[config.mk]
export PLATFORM = sky130hd
export DESIGN_NAME = record_insertion_sort_top
export DESIGN_NICKNAME = d
export VERILOG_FILES = /design/src/rtl/rsort_pkg.sv /design/src/rtl/record_insertion_sort_top.sv /design/src/rtl/rsort_ram.sv /design/src/rtl/rsort_seq.sv
export SDC_FILE = /design/constraint.sdc
export NUM_CORES = 2
export LEC_CHECK = 0
export BUFFER_PORTS_ARGS = -buffer_cell sky130_fd_sc_hd__buf_4
export CAP_MARGIN = 20
export CORE_ASPECT_RATIO = 0.5
export CORE_UTILIZATION = 40
export CTS_BUF_LIST = sky130_fd_sc_hd__clkbuf_16
export DETAILED_ROUTE_END_ITERATION = 6
export PLACE_DENSITY = 0.56
export SETUP_SLACK_MARGIN = 0.5
export SYNTH_ARGS = -nofsm -noshare
export SYNTH_HDL_FRONTEND = slang
export SYNTH_SLANG_ARGS = --single-unit
[constraint.sdc]
create_clock -name clk -period 6.97 [get_ports clk]
set_input_delay 1.0455 -clock clk [delete_from_list [all_inputs] [get_ports clk]]
set_output_delay 1.0455 -clock clk [all_outputs]
set_load 0.03 [all_outputs]
[src/rtl/rsort_pkg.sv]
package rsort_pkg;

  localparam int MAX_ENTRIES = 64;
  localparam int KEY_W       = 16;
  localparam int PAY_W       = 32;
  localparam int REC_W       = KEY_W + PAY_W;
  localparam int ADDR_W      = $clog2(MAX_ENTRIES);
  localparam int CNT_W       = $clog2(MAX_ENTRIES + 1);

  typedef enum logic [2:0] {
    ST_IDLE,
    ST_START,
    ST_CMP,
    ST_PUT,
    ST_OUT_RD,
    ST_OUT_LD,
    ST_OUT_HOLD
  } rsort_state_t;

  // sequencer -> output register
  typedef struct packed {
    logic load;
    logic last;
    logic ovf;
  } out_ctl_t;

endpackage

[src/rtl/record_insertion_sort_top.sv]
// Insertion: ST_START reads the slot below, ST_CMP moves each stored record with a
// larger key up one slot and ST_PUT writes it; a record for a full store is dropped.
// Output: after the final record, the results are read from the dual-port store
// through the output register, each held until the sink takes it.
// Reset clears the entry count, the overflow flag and the output valid; the record
// store is not cleared since only data from written slots is ever used.
module record_insertion_sort_top import rsort_pkg::*; (
  input  logic             clk,
  input  logic             rst,
  input  logic             s_tvalid,
  output logic             s_tready,
  input  logic [REC_W-1:0] s_tdata,  // sort_key[15:0], payload[47:16]
  input  logic             s_tlast,  // final_item
  output logic             m_tvalid,
  input  logic             m_tready,
  output logic [REC_W-1:0] m_tdata,  // out_key[15:0], out_payload[47:16]
  output logic             m_tlast,  // last_out
  output logic             m_tuser   // overflow
);

  logic              we;
  logic [ADDR_W-1:0] waddr;
  logic [REC_W-1:0]  wdata;
  logic [ADDR_W-1:0] raddr;
  logic [REC_W-1:0]  rdata;
  out_ctl_t          out_ctl;
  logic              out_done;

  assign out_done = m_tvalid && m_tready;

  rsort_seq u_seq (
    .clk      (clk),
    .rst      (rst),
    .s_tvalid (s_tvalid),
    .s_tready (s_tready),
    .s_tdata  (s_tdata),
    .s_tlast  (s_tlast),
    .we       (we),
    .waddr    (waddr),
    .wdata    (wdata),
    .raddr    (raddr),
    .rdata    (rdata),
    .out_ctl  (out_ctl),
    .out_done (out_done)
  );

  rsort_ram #(
    .WIDTH (REC_W),
    .DEPTH (MAX_ENTRIES)
  ) u_store (
    .clk   (clk),
    .we    (we),
    .waddr (waddr),
    .wdata (wdata),
    .raddr (raddr),
    .rdata (rdata)
  );

  always_ff @(posedge clk) begin
    if (rst) begin
      m_tvalid <= 1'b0;
    end else if (out_ctl.load) begin
      m_tvalid <= 1'b1;
    end else if (out_done) begin
      m_tvalid <= 1'b0;
    end
  end

  always_ff @(posedge clk) begin
    if (out_ctl.load) begin
      m_tdata <= rdata;
      m_tlast <= out_ctl.last;
      m_tuser <= out_ctl.ovf;
    end
  end

endmodule

[src/rtl/rsort_ram.sv]
module rsort_ram #(
  parameter int WIDTH = 8,
  parameter int DEPTH = 16
) (
  input  logic                     clk,
  input  logic                     we,
  input  logic [$clog2(DEPTH)-1:0] waddr,
  input  logic [WIDTH-1:0]         wdata,
  input  logic [$clog2(DEPTH)-1:0] raddr,
  output logic [WIDTH-1:0]         rdata
);

  logic [WIDTH-1:0] mem [DEPTH];

  always_ff @(posedge clk) begin
    if (we) begin
      mem[waddr] <= wdata;
    end
    rdata <= mem[raddr];
  end

endmodule

[src/rtl/rsort_seq.sv]
module rsort_seq import rsort_pkg::*; (
  input  logic              clk,
  input  logic              rst,
  input  logic              s_tvalid,
  output logic              s_tready,
  input  logic [REC_W-1:0]  s_tdata,
  input  logic              s_tlast,
  output logic              we,
  output logic [ADDR_W-1:0] waddr,
  output logic [REC_W-1:0]  wdata,
  output logic [ADDR_W-1:0] raddr,
  input  logic [REC_W-1:0]  rdata,
  output out_ctl_t          out_ctl,
  input  logic              out_done
);

  rsort_state_t state, state_next;

  logic [CNT_W-1:0]  cnt;
  logic              ovf;
  logic [ADDR_W-1:0] pos;
  logic [ADDR_W-1:0] idx;
  logic [KEY_W-1:0]  new_key;
  logic [PAY_W-1:0]  new_pay;
  logic              new_final;

  logic full;
  logic less;
  logic last_idx;

  assign full     = (cnt == CNT_W'(MAX_ENTRIES));
  // the shared comparator: strict less-than keeps equal keys in arrival order
  assign less     = (new_key < rdata[KEY_W-1:0]);
  assign last_idx = (({1'b0, idx} + CNT_W'(1)) == cnt);

  always_comb begin
    state_next = state;
    case (state)
      ST_IDLE: begin
        if (s_tvalid) state_next = ST_START;
      end
      ST_START: begin
        if (full) state_next = new_final ? ST_OUT_RD : ST_IDLE;
        else if (pos == '0) state_next = ST_PUT;
        else state_next = ST_CMP;
      end
      ST_CMP: begin
        if (less && pos != ADDR_W'(1)) state_next = ST_CMP;
        else state_next = ST_PUT;
      end
      ST_PUT: begin
        state_next = new_final ? ST_OUT_RD : ST_IDLE;
      end
      ST_OUT_RD:  state_next = ST_OUT_LD;
      ST_OUT_LD:  state_next = ST_OUT_HOLD;
      ST_OUT_HOLD: begin
        if (out_done) state_next = last_idx ? ST_IDLE : ST_OUT_RD;
      end
      default: state_next = ST_IDLE;
    endcase
  end

  always_comb begin
    s_tready = 1'b0;
    we       = 1'b0;
    waddr    = pos;
    wdata    = {new_pay, new_key};
    raddr    = pos - ADDR_W'(1);
    out_ctl  = '0;
    case (state)
      ST_IDLE:  s_tready = 1'b1;
      ST_START: raddr = pos - ADDR_W'(1);
      ST_CMP: begin
        // move the larger record up one slot and fetch the next one down
        if (less) begin
          we    = 1'b1;
          wdata = rdata;
          raddr = pos - ADDR_W'(2);
        end
      end
      ST_PUT:    we = 1'b1;
      ST_OUT_RD: raddr = idx;
      ST_OUT_LD: begin
        raddr        = idx;
        out_ctl.load = 1'b1;
        out_ctl.last = last_idx;
        out_ctl.ovf  = ovf;
      end
      ST_OUT_HOLD: raddr = idx;
      default: ;
    endcase
  end

  always_ff @(posedge clk) begin
    if (rst) begin
      state <= ST_IDLE;
      cnt   <= '0;
      ovf   <= 1'b0;
      idx   <= '0;
    end else begin
      state <= state_next;
      case (state)
        ST_IDLE: begin
          if (s_tvalid) begin
            new_key   <= s_tdata[KEY_W-1:0];
            new_pay   <= s_tdata[REC_W-1:KEY_W];
            new_final <= s_tlast;
            pos       <= cnt[ADDR_W-1:0];
          end
        end
        ST_START: begin
          if (full) begin
            ovf <= 1'b1;
            idx <= '0;
          end
        end
        ST_CMP: begin
          if (less) pos <= pos - ADDR_W'(1);
        end
        ST_PUT: begin
          cnt <= cnt + CNT_W'(1);
          idx <= '0;
        end
        ST_OUT_HOLD: begin
          if (out_done) begin
            if (last_idx) begin
              cnt <= '0;
              ovf <= 1'b0;
            end else begin
              idx <= idx + ADDR_W'(1);
            end
          end
        end
        default: ;
      endcase
    end
  end

  a_cnt_range: assert property (@(posedge clk) disable iff (rst)
    cnt <= CNT_W'(MAX_ENTRIES))
    else $error("entry count above capacity");

  a_cmp_pos: assert property (@(posedge clk) disable iff (rst)
    state == ST_CMP |-> pos != '0)
    else $error("compare step at slot zero");

  a_write_state: assert property (@(posedge clk) disable iff (rst)
    we |-> (state == ST_CMP || state == ST_PUT))
    else $error("store written outside insertion");

  a_set_clear: assert property (@(posedge clk) disable iff (rst)
    (state == ST_OUT_HOLD && out_done && last_idx) |=> (cnt == '0 && !ovf))
    else $error("set state not cleared after run");

endmodule
==> flow_summary.yaml <==
logic_synthesis:
  yosysUniqueCellTypes: 77
  synthesis.nets: 8404
  synth-edff-count: 3177
  ys.flop_type: "edfxtp_1"
  syn_inst: 8326
  ys_ff_latch: 3243
  yosysSeqAreaShare_pct: 76.68
  synth_area_leaders: "edfxtp_1, nand2_1, mux4_2, nand3_1, a31oi_1"
  yosysWarnings: 0
  synth_area_mm2: 0.1261
  syn_avg_cell_area_um2: 15.15
  netlist.area_leader.share_pct: 75.63
  synthArstFlopShare_pct: 0
  synth_top_area_cell: "edfxtp_1"
die:
  row_count: 145
  die-area_mm2: 0.3177
  pin_count: 105
  start_util_pct: 40.31
  die_x_um: 796.2
  core-area_mm2: 0.3130
  die_h_um: 399.1
layout:
  fin_nets: 8562
  final_common_cell: "edfxtp_1"
  stdcell_area_mm2: 0.1436
  syn_to_final_growth_pct: 13.82
  layout.cells.non_filler: 12908
  layout-drive-gt1-share_pct: 12.73
  final_cell_mix: "edfxtp_1, nand2_1, nand3_1"
  final_util_pct: 45.88
worst_setup_path:
  worstSetupPathType: "reg -> reg"
  required_ns: 7.72
  crit_arrival_ns: 6.61
  reg2reg_slack_ns: 1.11
  r2r-end: "u_store.rdata[9]"
  critPathSlowestCell: "a31oi_1"
  rr_worst_depth: 13
  cp_max_fo: 21
  reg2reg_from: "u_store.rdata[7]"
  path_cells: "inv_1, ha_1, nand2_1, or3_1, o221ai_2, a21boi_2, a2bb2oi_2, o21ai_0, nor2_4, buf_12, nand2_1, a31oi_1, a211o_1"
  critical_path.max_stage_delay_ns: 0.74
  endpoint_kind: "flip-flop"
  cpMostUsedCell: "nand2_1"
  worstSetupStartpointType: "flip-flop"
clocking:
  postCtsHoldBufs: 0
  cts_root_buffer: "clkbuf_16"
  cts_sinks: 3243
  htree_num_levels: 5
  cts_setup_buffers: 0
  clk_latency_ns: 0.89
  cts_buffers: 303
  clk_pin_slew_worst_paths_ns: 0.07
  clk_path_buf_depth: 4
  cts_tree: "built"
  cts_resized: 0
grt:
  antenna_found_initial: 24
  grt_usage_pct: 25.13
  grt_overflow: 0
  grt_pass1_vias: 72396
  grt_first_pass_wirelength_um: 571700
  grt_max_degree: 123
sta:
  worst_slack_ns: 1.111
  maxSlewHeadroom_pct: 18.82
  hold_viol: 0
  rsz0062_at_grt: "no"
  fin_crit_ns: 5.859
  setup_tns_ns: 0
  timing.fmax_mhz: 170.7
  fin_crit_sh_pct: 84.06
  finalMaxSlewViolations: 0
  worstMarginPinSlew_ns: 1.214
  skew_ns: 0.06421
  setup_violations: 0
min_path:
  min_delay_worst_endpoint: "u_seq.new_pay[10]"
  min_path_type: "in -> reg"
  worstHoldStart: "s_tdata[26]"
  hold_depth: 1
detailed_routing:
  num_vias: 78016
  drtIter0Drc: 11766
  postRouteAntennaNets: 0
  wl_per_cell_um: 31.78
  drt-vias-per-instance: 6.044
  routed_wl_um: 410300
  dr.pass1.iters: 6
  remaining_drc_errors: 0
placement:
  portBuffers: 104
  pre_cts_ws_ns: 1.372
  place_area_mm2: 0.1339
  dp.cells: 12351
  dp_hpwl_um: 221200
  gp_congestion: 0.8266
run_status:
  status: "finished clean"
power_and_ir_drop:
  irDropWorstVdd_v: 0.0003096
  leakage_uw: 0.04640
  powerDensity_mw_per_mm2: 343.1
job:
  drv_cap: 0
cell usage after synthesis (91+ instances only):
library cell / count
a21oi_1: 121
a22oi_1: 91
a31oi_1: 310
a32oi_1: 140
buf_2: 162
clkbuf_1: 312
edfxtp_1: 3177
mux2i_1: 158
mux4_2: 150
nand2_1: 1871
nand3_1: 604
nand4_1: 113
nor2_1: 192
o211ai_1: 135
o21ai_0: 131
power breakdown:
part           total [uW]  switching, uW  internal [uW]
Clock               16100           7290           8850
Combinational       10600           7670           2980
Sequential          22500            313          22200
logic make-up after synthesis:
group	Yosys count	share of synthesized area, %
xor+xnor	14	0.09721
fa+ha+maj	25	0.2480
flops	3243	76.68
buf+inv	591	2.086
mux	345	4.262
compound gates	1241	7.042
simple gates	2867	9.588
routing by layer:
metal / vias to the layer above / global-route usage [%] / part of all wire [%]
li1: 32423 / - / -
met1: 40676 / 37.43 / 43
met2: 4278 / 37.01 / 43
met3: 629 / 5.235 / 11
met4: 10 / 8.027 / 3.4
met5: - / 0 / 0.017
metrics by stage:
| stage | hold slack, ns | power (uW) |
|---|---|---|
| 6_report | 0.3366 | 49260 |
| 5_1_grt | 0.3058 | 50710 |
| 4_1_cts | 0.2876 | 49220 |
| 3_5_place_dp | 0.4253 | 33310 |
| 3_3_place_gp | 0.4220 | 33280 |
| 2_1_floorplan | 0.4027 | 28870 |
worst max-delay path by stage:
stage | start | end | slack (ns) | depth (start not counted)
after floorplan | u_seq.new_key[14] | u_store.mem[0][1] | 1.72 | 9
after global placement | u_store.rdata[2] | u_store.rdata[9] | 1.34 | 13
after detailed placement | u_store.rdata[14] | u_store.rdata[9] | 1.37 | 13
after CTS | u_store.rdata[2] | u_store.rdata[9] | 1.34 | 13
after global routing | u_store.rdata[14] | u_store.rdata[9] | 0.98 | 13
final | u_store.rdata[7] | u_store.rdata[9] | 1.11 | 13
worst max-delay path: cells and delay by family (launching register included):
family | cells | cell delay [ns]
compound gates | 6 | 3.35
fa+ha+maj | 1 | 0.31
buf+inv | 2 | 0.39
flops | 1 | 0.36
simple gates | 4 | 1.26
cell type report:
| class | instances | area [um2] |
|---|---|---|
| multi-input combinational | 4492 | 27630 |
| tap | 4189 | 5241 |
| clock inverter | 227 | 1582 |
| sequential | 3243 | 96720 |
| timing repair buffer | 415 | 4557 |
| clock buffer | 309 | 7732 |
| inverter | 29 | 108.9 |
| antenna | 4 | 10.01 |
| fill | 27036 | 169400 |
state kept, by name (all words and copies together), names as in the netlist:
| signal | count |
|---|---|
| u_seq.new_key | 16 |
| u_store.rdata | 48 |
| u_seq.waddr | 6 |
| u_seq.cnt | 7 |
| u_seq.idx | 6 |
| u_seq.ovf | 1 |
| u_seq.new_final | 1 |
| u_store.mem | 3072 |
| m_tlast | 1 |
| m_tvalid | 1 |
| u_seq.new_pay | 32 |
| m_tuser | 1 |
| m_tdata | 48 |
| u_seq.state | 3 |
(Power assumes the default switching activity.)
